<file path="config.mk">
export PLATFORM = sky130hd
export DESIGN_NAME = dcb_queue
export DESIGN_NICKNAME = d
export VERILOG_FILES = /design/src/sv/dcb_pkg.sv /design/src/sv/dcb_queue.sv
export SDC_FILE = /design/constraint.sdc
export NUM_CORES = 1
export LEC_CHECK = 0
export ABC_AREA = 1
export BUFFER_PORTS_ARGS = -buffer_cell sky130_fd_sc_hd__buf_2
export CORE_MARGIN = 1.5
export CORE_UTILIZATION = 60
export CTS_CLUSTER_DIAMETER = 120
export CTS_CLUSTER_SIZE = 12
export DETAILED_ROUTE_END_ITERATION = 16
export GPL_TIMING_DRIVEN = 0
export PLACE_DENSITY = 0.83
export SLEW_MARGIN = 20
export SYNTH_ARGS = -nofsm -noshare
export SYNTH_HDL_FRONTEND = slang
export SYNTH_SLANG_ARGS = --single-unit
</file>
<file path="constraint.sdc">
create_clock -name clock -period 7.02 [get_ports clock]
set_input_delay 1.053 -clock clock [delete_from_list [all_inputs] [get_ports clock]]
set_output_delay 1.053 -clock clock [all_outputs]
set_load 0.02 [all_outputs]
</file>
<file path="src/sv/dcb_pkg.sv">
// Package for the decimating capture buffer: field widths, operation and
// register index codes, and the records passed between front, queue and back.
// No dependencies.
package dcb_pkg;

   localparam int DEPTH       = 4096;
   localparam int ADDR_W      = $clog2(DEPTH);
   localparam int CNT_W       = 13;
   localparam int SAMPLE_W    = 32;
   localparam int X_W         = 12;
   localparam int Y_W         = 12;
   localparam int ROW_W       = 13;
   localparam int PROD_W      = Y_W + ROW_W;
   localparam int POS_W       = PROD_W + 1;
   localparam int PHASE_W     = 16;
   localparam int ACTION_W    = 2;
   localparam int CSR_IDX_W   = 2;
   localparam int CSR_DATA_W  = 16;
   localparam int QUEUE_DEPTH = 4;
   localparam int Q_PTR_W     = $clog2(QUEUE_DEPTH);

   localparam logic signed [SAMPLE_W-1:0] MAX_RESET = 32'sh0001_0000;  // 1.0 in Q16.16

   typedef enum logic [ACTION_W-1:0] {
      OP_CLEAR = 2'd0,
      OP_OFFER = 2'd1,
      OP_READ  = 2'd2,
      OP_WRITE = 2'd3
   } op_type;

   typedef enum logic [CSR_IDX_W-1:0] {
      CSR_CAPACITY     = 2'd0,
      CSR_DECIM_FACTOR = 2'd1,
      CSR_DECIM_PHASE  = 2'd2,
      CSR_ROW_WIDTH    = 2'd3
   } csr_index_type;

   typedef struct packed {
      op_type                      op;
      logic signed [SAMPLE_W-1:0]  sample;
      logic [POS_W-1:0]            pos;
   } item_type;

   typedef struct packed {
      logic [CNT_W-1:0]   capacity;
      logic [PHASE_W-1:0] decim_factor;
      logic [PHASE_W-1:0] decim_phase;
   } back_cfg_type;

   typedef struct packed {
      logic [CNT_W-1:0]           stored_count;
      logic signed [SAMPLE_W-1:0] min_value;
      logic signed [SAMPLE_W-1:0] max_value;
      logic                       index_ok;
      logic                       buffer_full;
      logic                       read_sel;
   } result_type;

endpackage

</file>
<file path="src/sv/dcb_queue.sv">
// Short queue between the front and back stages of the capture buffer.
// Uses dcb_pkg for the item record and queue depth.
module dcb_queue import dcb_pkg::*; (
   input  logic     clock,
   input  logic     reset,
   input  logic     in_valid,
   output logic     in_ready,
   input  item_type in_item,
   output logic     out_valid,
   input  logic     out_ready,
   output item_type out_item
);

   item_type           slot_ff [QUEUE_DEPTH];
   logic [Q_PTR_W-1:0] wr_ptr_ff;
   logic [Q_PTR_W-1:0] rd_ptr_ff;
   logic [Q_PTR_W:0]   fill_ff;
   logic               push;
   logic               pop;

   assign in_ready  = fill_ff != (Q_PTR_W+1)'(QUEUE_DEPTH);
   assign out_valid = fill_ff != '0;
   assign out_item  = slot_ff[rd_ptr_ff];
   assign push      = in_valid && in_ready;
   assign pop       = out_valid && out_ready;

   always_ff @(posedge clock) begin
      if (reset) begin
         wr_ptr_ff <= '0;
         rd_ptr_ff <= '0;
         fill_ff   <= '0;
      end else begin
         if (push) wr_ptr_ff <= wr_ptr_ff + 1'b1;
         if (pop)  rd_ptr_ff <= rd_ptr_ff + 1'b1;
         if (push && !pop)      fill_ff <= fill_ff + 1'b1;
         else if (pop && !push) fill_ff <= fill_ff - 1'b1;
      end
      if (push) slot_ff[wr_ptr_ff] <= in_item;
   end

endmodule

</file>
==> impl_metrics.csv <==
group,metric,value,unit
yosys,ys_types,21,
setup_path,worstSetupEndpointType,"output pin",
clock_network,post_cts_buffers,0,
clock_network,cts_root_buf,"clkbuf_16",
clock_network,tritoncts,"built",
sta,whs,0.5184,ns
pwr,power.leakage,3.975,nW
clock_network,postCtsResizedCells,0,
die,die_x,129.1,um
pwr,p_per_area,376.1,mW/mm^2
clock_network,cts_buffers,24,
placed_design,routabilityCongestion,0.7536,
die,rows,45,
pwr,cellInternalPower,2.848,mW
yosys,synth_xor_area_frac,0.0009177,
clock_network,cts_hold_buf,0,
yosys,synthSimpleGateAreaFrac,0.06673,
yosys,yosys_warnings,0,
sta,tns,0,ns
clock_network,clk_pin_slew,0.07,ns
yosys,synth_area,0.009544,sq mm
placed_design,numPortBuffers,125,
sta,drv_slew,0,
die,start_util,0.6209,
global_routing,antenna_found_initial,0,
placed_design,hpwlAfterDp,13.07,mm
global_routing,grt.total_usage,0.2603,
final_layout,area_growth,18.35,%
die,die-area,0.01667,sq mm
sta,max_freq,299.3,MHz
pwr,power_frac_seq,0.437,
detailed_routing,ant_nets,0,
final_layout,final_common_cell,"edfxtp_1",
outcome,status,"finished, final reports clean",
setup_path,worstReg2RegEnd,"fill_ff[2]",
setup_path,critPathRequiredTime,5.97,ns
setup_path,reg2reg_slack,4.77,ns
detailed_routing,wl_per_cell,20.90,um
final_layout,layout_common_cells,"edfxtp_1, buf_2, nor2_1",
min_path,hold_start,"rd_ptr_ff[1]",
pwr,p_clk_frac,0.268,
die,coreArea,0.01537,sq mm
global_routing,grt_overflow,0,
die,io_pins,126,
setup_path,critPathLaunchType,"register",
detailed_routing,wl,21.46,mm
yosys,synth_fp_nets,718,
yosys,ys_seq_area_frac,0.7740,
die,die_h,129.1,um
clock_network,h-tree-depth,1,
setup_path,crit_fanout,10,
yosys,synth_fa_ha_area_frac,0.008652,
setup_path,crit_arrival,2.29,ns
sta,finalSetupViolations,0,
setup_path,path_class,"register to output pin",
pwr,sw_frac_of_total,0.3296,
yosys,syn_area_per_cell,14.73,sq um
sta,post-route-min-period,3.341,ns
final_layout,nets,877,
detailed_routing,drc,0,
pwr,ir_worst_vdd,0.2232,mV
detailed_routing,vias,6184,
pwr,p_switching,1.400,mW
yosys,ys_ff_latch,249,
detailed_routing,dr.pass1.iters,5,
sta,worstMarginPinSlew,0.7506,ns
clock_network,numClockSinks,249,
min_path,hp-class,"register to register",
sta,grt_setup_unrepaired,"false",
yosys,synth_compound_area_frac,0.1175,
sta,max-slew-margin-rel,0.4984,
run,cap_viol_max_count,0,
placed_design,dp_cells,992,
final_layout,final_util,0.7349,
final_layout,layout-drive-gt1-share,0.2684,
sta,min_period_over_period,0.4759,
final_layout,final_cells,1027,
clock_network,clock_path_buffers,3,
yosys,synth_mux_area_frac,0,
detailed_routing,drt-initial-drc-count,703,
pwr,combPwrFrac,0.295,
final_layout,antenna_cells,0,
clock_network,clk_latency,0.51,ns
detailed_routing,routed_via_density,6.021,
global_routing,grt_pass1_wl,32.83,mm
min_path,hold_depth,2,
yosys,synthCells,648,
yosys,synth_top_family_by_area,"compound AO/OA/AOI/OAI gates",
global_routing,grt_pass1_vias,6276,
setup_path,r2r-start,"fill_ff[0]",
sta,hold_violations,0,
sta,finClkSkew,0.009226,ns
global_routing,grt_max_degree,24,
setup_path,r2r_cells,13,
==> area by class of cell <==
| cell class | instances | area [sq um] |
|---|---|---|
| plain buffers | 38 | 247.7 |
| clock buffers | 34 | 659.4 |
| clock inverters | 1 | 5.005 |
| fillers | 933 | 4075 |
| inverters | 16 | 60.06 |
| multi-input cells | 345 | 1879 |
| flip-flops and latches | 249 | 7387 |
| well taps | 211 | 264.0 |
| repair buffers | 133 | 793.3 |
==> state kept, by name, summed over array words and instances, names as in the netlist, named ones only <==
name	flops
rd_ptr_ff	2
slot_ff	240
fill_ff	3
wr_ptr_ff	2
==> synth_stat cells <==
| master | n | area share |
|---|---|---|
| ha_1 | 5 | 0.0066 |
| fa_1 | 1 | 0.0021 |
| dfxtp_1 | 9 | 0.019 |
| a21oi_1 | 3 | 0.0016 |
| nand3_1 | 4 | 0.0021 |
| clkbuf_1 | 23 | 0.0090 |
| inv_1 | 15 | 0.0059 |
| o22ai_1 | 40 | 0.026 |
| nor2_1 | 114 | 0.045 |
| buf_2 | 3 | 0.0016 |
| buf_8 | 3 | 0.0047 |
| nand2_1 | 15 | 0.0059 |
| xor2_1 | 1 | 0.00092 |
| inv_2 | 1 | 0.00039 |
| o22ai_2 | 20 | 0.026 |
| o21ai_0 | 81 | 0.042 |
| buf_6 | 9 | 0.011 |
| nor2_2 | 20 | 0.013 |
| edfxtp_1 | 240 | 0.76 |
| o21ai_1 | 40 | 0.021 |
| nand3b_1 | 1 | 0.00079 |
==> how the worst max path moves through the flow <==
| stage | startpoint | end |
|---|---|---|
| floorplan | in_valid | slot_ff[0][0] |
| global placement | in_valid | slot_ff[3][36] |
| detailed placement | in_valid | fill_ff[2] |
| CTS | register | out_item[19] |
| global route | register | out_item[59] |
| finish | register | out_item[19] |
==> through the flow <==
step           total power, mW  setup WS [ns]  instance area [sq um]
6_report                 4.249          3.679                  11300
5_1_grt                  4.410          3.576                  11300
4_1_cts                  4.255          3.696                  11300
3_5_place_dp             3.129          4.240                  10630
3_3_place_gp             3.058         0.9094                  10430
2_1_floorplan            2.676          2.856                   9544
==> logic make-up after synthesis <==
group,Yosys count
and+or+nand+nor,154
DFF,249
adders and majority gates,6
buffers and inverters,54
AOI/OAI and AO/OA,184
xor gates and xnor gates,1
==> power by group through the flow <==
stage / Clock, mW / Combinational [mW] / Sequential [mW]
5_1_grt: 1.20 / 1.34 / 1.87
3_5_place_dp: 0 / 1.24 / 1.89
6_report: 1.14 / 1.25 / 1.86
2_1_floorplan: 0 / 0.793 / 1.88
3_3_place_gp: 0 / 1.16 / 1.90
4_1_cts: 1.15 / 1.25 / 1.86
==> worst max-delay path, cell delays in order, from the launching register on <==
cell and delay [ns]:
dfxtp_1 0.43, inv_1 0.26, clkbuf_1 0.42, o21ai_1 0.16, o22ai_1 0.28, buf_2 0.23
==> per-layer routing <==
layer / up-vias / wire (um) / global-route usage
li1: 2734 / - / -
met1: 3085 / 8195 / 0.3343
met2: 317 / 11230 / 0.4534
met3: 48 / 1480 / 0.04129
met4: 0 / 560 / 0.09518
met5: - / 0 / 0
No activity file was read; power rests on OpenSTA's default activity.
