**config.mk**
```make
export PLATFORM = sky130hd
export DESIGN_NAME = dcb_front
export DESIGN_NICKNAME = d
export VERILOG_FILES = /design/src/sv/dcb_pkg.sv /design/src/sv/dcb_front.sv
export SDC_FILE = /design/constraint.sdc
export NUM_CORES = 1
export LEC_CHECK = 0
export BUFFER_PORTS_ARGS = -buffer_cell sky130_fd_sc_hd__buf_2
export CAP_MARGIN = 0
export CORE_MARGIN = 5
export CORE_UTILIZATION = 40
export CTS_BUF_LIST = sky130_fd_sc_hd__clkbuf_4 sky130_fd_sc_hd__clkbuf_8
export CTS_CLUSTER_SIZE = 20
export DETAILED_ROUTE_END_ITERATION = 10
export PLACE_DENSITY = 0.63
export SLEW_MARGIN = 20
export SYNTH_ARGS = -nofsm -noshare
export SYNTH_HDL_FRONTEND = slang
export SYNTH_SLANG_ARGS = --single-unit
```
**constraint.sdc**
```tcl
create_clock -name clock -period 6.3 [get_ports clock]
set_clock_uncertainty 0.05 [all_clocks]
set_input_delay 0.63 -clock clock [delete_from_list [all_inputs] [get_ports clock]]
set_output_delay 0.63 -clock clock [all_outputs]
set_load 0.02 [all_outputs]
```
**src/sv/dcb_pkg.sv**
```systemverilog
// Package for the decimating capture buffer: field widths, operation and
// register index codes, and the records passed between front, queue and back.
// No dependencies.
package dcb_pkg;

   localparam int DEPTH       = 4096;
   localparam int ADDR_W      = $clog2(DEPTH);
   localparam int CNT_W       = 13;
   localparam int SAMPLE_W    = 32;
   localparam int X_W         = 12;
   localparam int Y_W         = 12;
   localparam int ROW_W       = 13;
   localparam int PROD_W      = Y_W + ROW_W;
   localparam int POS_W       = PROD_W + 1;
   localparam int PHASE_W     = 16;
   localparam int ACTION_W    = 2;
   localparam int CSR_IDX_W   = 2;
   localparam int CSR_DATA_W  = 16;
   localparam int QUEUE_DEPTH = 4;
   localparam int Q_PTR_W     = $clog2(QUEUE_DEPTH);

   localparam logic signed [SAMPLE_W-1:0] MAX_RESET = 32'sh0001_0000;  // 1.0 in Q16.16

   typedef enum logic [ACTION_W-1:0] {
      OP_CLEAR = 2'd0,
      OP_OFFER = 2'd1,
      OP_READ  = 2'd2,
      OP_WRITE = 2'd3
   } op_type;

   typedef enum logic [CSR_IDX_W-1:0] {
      CSR_CAPACITY     = 2'd0,
      CSR_DECIM_FACTOR = 2'd1,
      CSR_DECIM_PHASE  = 2'd2,
      CSR_ROW_WIDTH    = 2'd3
   } csr_index_type;

   typedef struct packed {
      op_type                      op;
      logic signed [SAMPLE_W-1:0]  sample;
      logic [POS_W-1:0]            pos;
   } item_type;

   typedef struct packed {
      logic [CNT_W-1:0]   capacity;
      logic [PHASE_W-1:0] decim_factor;
      logic [PHASE_W-1:0] decim_phase;
   } back_cfg_type;

   typedef struct packed {
      logic [CNT_W-1:0]           stored_count;
      logic signed [SAMPLE_W-1:0] min_value;
      logic signed [SAMPLE_W-1:0] max_value;
      logic                       index_ok;
      logic                       buffer_full;
      logic                       read_sel;
   } result_type;

endpackage

```
**src/sv/dcb_front.sv**
```systemverilog
// Front stage of the capture buffer: accepts request beats, decodes the
// action and resolves the buffer position. Uses dcb_pkg.
module dcb_front import dcb_pkg::*; (
   input  logic                       clock,
   input  logic                       reset,
   input  logic [ROW_W-1:0]           row_width,
   input  logic                       in_valid,
   output logic                       in_ready,
   input  logic [ACTION_W-1:0]        in_action,
   input  logic signed [SAMPLE_W-1:0] in_sample,
   input  logic [X_W-1:0]             in_pos_x,
   input  logic [Y_W-1:0]             in_pos_y,
   output logic                       out_valid,
   input  logic                       out_ready,
   output item_type                   out_item
);

   logic              valid_ff;
   item_type          item_ff;
   logic [PROD_W-1:0] prod;

   assign in_ready  = !valid_ff || out_ready;
   assign out_valid = valid_ff;
   assign out_item  = item_ff;

   // position = x + y * row_width
   assign prod = PROD_W'(in_pos_y) * PROD_W'(row_width);

   always_ff @(posedge clock) begin
      if (reset) begin
         valid_ff <= 1'b0;
      end else if (in_ready) begin
         valid_ff <= in_valid;
      end
      if (in_valid && in_ready) begin
         item_ff.op     <= op_type'(in_action);
         item_ff.sample <= in_sample;
         item_ff.pos    <= POS_W'(prod) + POS_W'(in_pos_x);
      end
   end

endmodule

```
==> impl_metrics.toml <==
[sta]
finalMaxSlewViolations = 0
worst_hold_slack_ns = 0.393
fin_crit_sh_pct = 84.3
totalNegativeSetupSlack_ns = 0
max_transition_margin_pct = 55.8
worst_pin_slew_ns = 0.663
finalHoldViolCount = 0
final-setup-viol-count = 0
fin_crit_ns = 5.31
grt_setup_unrepaired = "no"
setup_ws_ns = 0.987
achievable-frequency_mhz = 188

[grt]
global_route.overflow_total = 0
grt_max_degree = 34
grt_pass1_vias = 5806
grt_first_pass_wirelength_um = 27200
grt_util_all_layers_pct = 15.4
grt_antenna_before_repair = 0

[critical_path]
timing.critical_path.arrival_ns = 5.35
crit_fanout = 13
path_class = "in -> reg"
reg2reg_depth = 3
timing.critical_path.required_ns = 6.34
ff2ff_setup_slack_ns = 4.40
rr_startpoint = "out_valid$_SDFFE_PP0N_"
reg2reg_to = "out_item[3]$_DFFE_PP_"
critical_path.startpoint_type = "primary input"
cp_endpoint_kind = "flop"

[yosys]
synth_mux_area_share_pct = 0
synth_area_leaders = "sky130_fd_sc_hd__fa_1 (32%), sky130_fd_sc_hd__edfxtp_1 (24%), sky130_fd_sc_hd__ha_1 (12%), sky130_fd_sc_hd__inv_1 (8.7%), sky130_fd_sc_hd__and2_1 (7.0%)"
synth_ff_type = "sky130_fd_sc_hd__edfxtp_1"
synth_fa_ha_area_share_pct = 44.6
postSynth.asyncResetShare_pct = 0
synth_largest_type_area_fraction_pct = 32.3
synth_xor_area_share_pct = 2.43
number_of_enable_type_register_cells_in_the_synthesized_netlist = 60
post_synthesis_simple_gate_area_fraction_pct = 12.9
ys_top_cells_by_count = "sky130_fd_sc_hd__inv_1 (176), sky130_fd_sc_hd__fa_1 (122), sky130_fd_sc_hd__and2_1 (84), sky130_fd_sc_hd__nand2_1 (83), sky130_fd_sc_hd__ha_1 (74)"
synth_top_area_cell = "sky130_fd_sc_hd__fa_1"
synthesis.area_per_instance_um2 = 10.3
synth_nets = 1004
largest_family_of_logic_cells_by_synthesized_area = "adder cells"
synth_area_mm2 = 0.00756
number_of_library_cell_types_mapped_by_synthesis = 42
yosysMostFrequentCell = "sky130_fd_sc_hd__inv_1"
ys_seq_elements = 61
synth_cells = 733
synth_sequential_area_ratio_pct = 24.1
synth_warnings = 0
synth-compound-area-share_pct = 5.89

[power_and_ir_drop]
power_mw = 4.04
power-per-cell-area_mw_per_mm2 = 467
p_sw_share_pct = 47.8
p_leak_nw = 4.39
total_switching_power_mw = 1.93
power.share.sequential_pct = 17.6
pwr-share-clk_pct = 9.1
pwr-share-comb_pct = 73.3
worst_vdd_drop_v = 0.000294
power.internal_mw = 2.11

[cts]
cts_hold_buffers = 0
post_cts_resized = 0
post-cts-setup-buffers = 0
htree_levels = 3
clock_sinks = 61
cts-root-buf = "sky130_fd_sc_hd__clkbuf_8"
max-clock-path-buffers = 2
cts_made_buffers = 9
worstSkewPairLatency_ns = 0.33
cts_tree = "built"
cts.clk_slew.worst_paths_ns = 0.07

[hold_path]
hold_path.class = "in -> reg"
worst_hold_startpoint = "reset"
min_delay_path_depth = 2
whs_endpoint = "out_valid$_SDFFE_PP0N_"

[layout]
layout.nets = 1125
multi_input_comb_area_mm2 = 0.00498
seq_area_mm2 = 0.00182
diodes = 0
nFillCells = 1800
fraction_of_layout_cells_with_a_size_suffix_above_1_pct = 19.0
flow.area_growth_from_synthesis_pct = 14.3

[die]
die_width_um = 147
fp.dieArea_mm2 = 0.0217
rows = 50
design.portCount = 137
die_height_um = 147
start_util_pct = 40.6
area_of_the_core_mm2 = 0.0186

[detailed_routing]
remaining_drc_errors = 0
wirelength_um = 16000
drtAntennaViolNets = 0
drt-initial-drc-count = 183
detail_route.vias_per_cell = 4.84
route.detailed.wl_per_inst_um = 14.6
detail_route.first_pass.iterations = 4
num_vias = 5287

[placement]
place.detailed.hpwl_um = 13300
gp_congestion = 0.819
port_buffers = 136
placement.setup.worst_slack_ns = 0.600

[outcome]
run_status = "finished, final reports clean"

[flow_run]
reported_max_cap_violation_count = 0
## final cells by class
cell class                      count  area share, %
Clock inverter                      6          0.912
Clock buffer                        9           1.43
Inverter                          176           7.64
Tap cell                          234           3.39
Sequential cell                    61           21.1
Multi-Input combinational cell    469           57.6
Timing Repair Buffer              137           7.96
## per-layer routing
layer | GRT usage, % | up-vias | wire (um)
li1 | - | 2469 | -
met1 | 16.9 | 2689 | 6050
met2 | 30.6 | 106 | 9070
met3 | 2.64 | 23 | 597
met4 | 3.45 | 0 | 243
met5 | 0 | - | 0
## state kept, by name (all words and copies together), names as in the netlist
| name | flops |
|---|---|
| out_item | 60 |
| out_valid | 1 |
## worst max path at each step
stage | to | from | cells after the start | slack, ns
2_1_floorplan | out_item[25]$_DFFE_PP_ | row_width[8] | 19 | 0.92
3_3_place_gp | out_item[25]$_DFFE_PP_ | in_pos_y[0] | 19 | 0.65
3_5_place_dp | out_item[25]$_DFFE_PP_ | in_pos_y[0] | 19 | 0.60
4_1_cts | out_item[25]$_DFFE_PP_ | in_pos_y[0] | 19 | 0.98
5_1_grt | out_item[25]$_DFFE_PP_ | in_pos_y[0] | 19 | 0.74
6_report | out_item[25]$_DFFE_PP_ | in_pos_y[0] | 19 | 0.99
## through the flow
stage / area, um2 / std cells / utilization (%)
floorplan: 7560 / 733 / -
global placement: 8440 / 1077 / 45.3
detailed placement: 8440 / 1077 / 45.3
CTS: 8640 / 1092 / 46.4
global route: 8640 / 1092 / 46.4
finish: 8640 / 1092 / 46.4
## critical path: stages
cell,delay (ns)
sky130_fd_sc_hd__buf_2,0.18
sky130_fd_sc_hd__and2_1,0.20
sky130_fd_sc_hd__fa_1,0.53
sky130_fd_sc_hd__inv_1,0.05
sky130_fd_sc_hd__fa_1,0.47
sky130_fd_sc_hd__inv_1,0.05
sky130_fd_sc_hd__fa_1,0.48
sky130_fd_sc_hd__fa_1,0.54
sky130_fd_sc_hd__inv_1,0.05
sky130_fd_sc_hd__fa_1,0.47
sky130_fd_sc_hd__inv_1,0.04
sky130_fd_sc_hd__ha_1,0.35
sky130_fd_sc_hd__o211a_1,0.20
sky130_fd_sc_hd__a211oi_2,0.10
sky130_fd_sc_hd__o31ai_4,0.32
sky130_fd_sc_hd__a21oi_2,0.15
sky130_fd_sc_hd__o41ai_2,0.36
sky130_fd_sc_hd__nor2_2,0.06
sky130_fd_sc_hd__xnor2_1,0.12
## power by group through the flow
stage	Combinational [mW]	Sequential [mW]	Clock, mW
5_1_grt	3.38	0.721	0.400
2_1_floorplan	2.23	0.836	0
3_5_place_dp	3.02	0.718	0
6_report	2.96	0.710	0.367
3_3_place_gp	2.98	0.718	0
4_1_cts	3.04	0.712	0.381
## cells in the final DEF (no fill, tap or decap), types with 2 or more instances in the layout
cell type / synthesis / final
sky130_fd_sc_hd__a211o_1: 2 / 2
sky130_fd_sc_hd__o41ai_2: 2 / 2
sky130_fd_sc_hd__and2_1: 84 / 83
sky130_fd_sc_hd__nand3_1: 2 / 2
sky130_fd_sc_hd__buf_2: 0 / 136
sky130_fd_sc_hd__o21a_1: 2 / 2
sky130_fd_sc_hd__o21ai_0: 7 / 7
sky130_fd_sc_hd__fa_1: 122 / 122
sky130_fd_sc_hd__a21oi_1: 17 / 17
sky130_fd_sc_hd__a21o_1: 9 / 9
sky130_fd_sc_hd__bufinv_16: 0 / 2
sky130_fd_sc_hd__edfxtp_1: 60 / 60
sky130_fd_sc_hd__nor2_1: 11 / 11
sky130_fd_sc_hd__nor2b_1: 3 / 3
sky130_fd_sc_hd__ha_1: 74 / 74
sky130_fd_sc_hd__nand2b_1: 4 / 4
sky130_fd_sc_hd__nand4_1: 2 / 2
sky130_fd_sc_hd__xor2_1: 8 / 8
sky130_fd_sc_hd__clkinv_2: 0 / 3
sky130_fd_sc_hd__a21oi_2: 3 / 3
sky130_fd_sc_hd__xnor2_1: 13 / 13
sky130_fd_sc_hd__nand2_1: 83 / 83
sky130_fd_sc_hd__clkbuf_8: 0 / 9
sky130_fd_sc_hd__o211ai_1: 2 / 2
sky130_fd_sc_hd__inv_1: 176 / 176
## cells by family (layout without fill, tap and decap cells)
family | after synthesis | count (layout)
AO/OA/AOI/OAI | 58 | 58
XOR/XNOR | 21 | 21
adder cells (fa/ha/maj) | 196 | 196
buffers and inverters | 203 | 328
flip-flops | 61 | 61
AND/OR/NAND/NOR | 194 | 194
(Power assumes the default switching activity.)
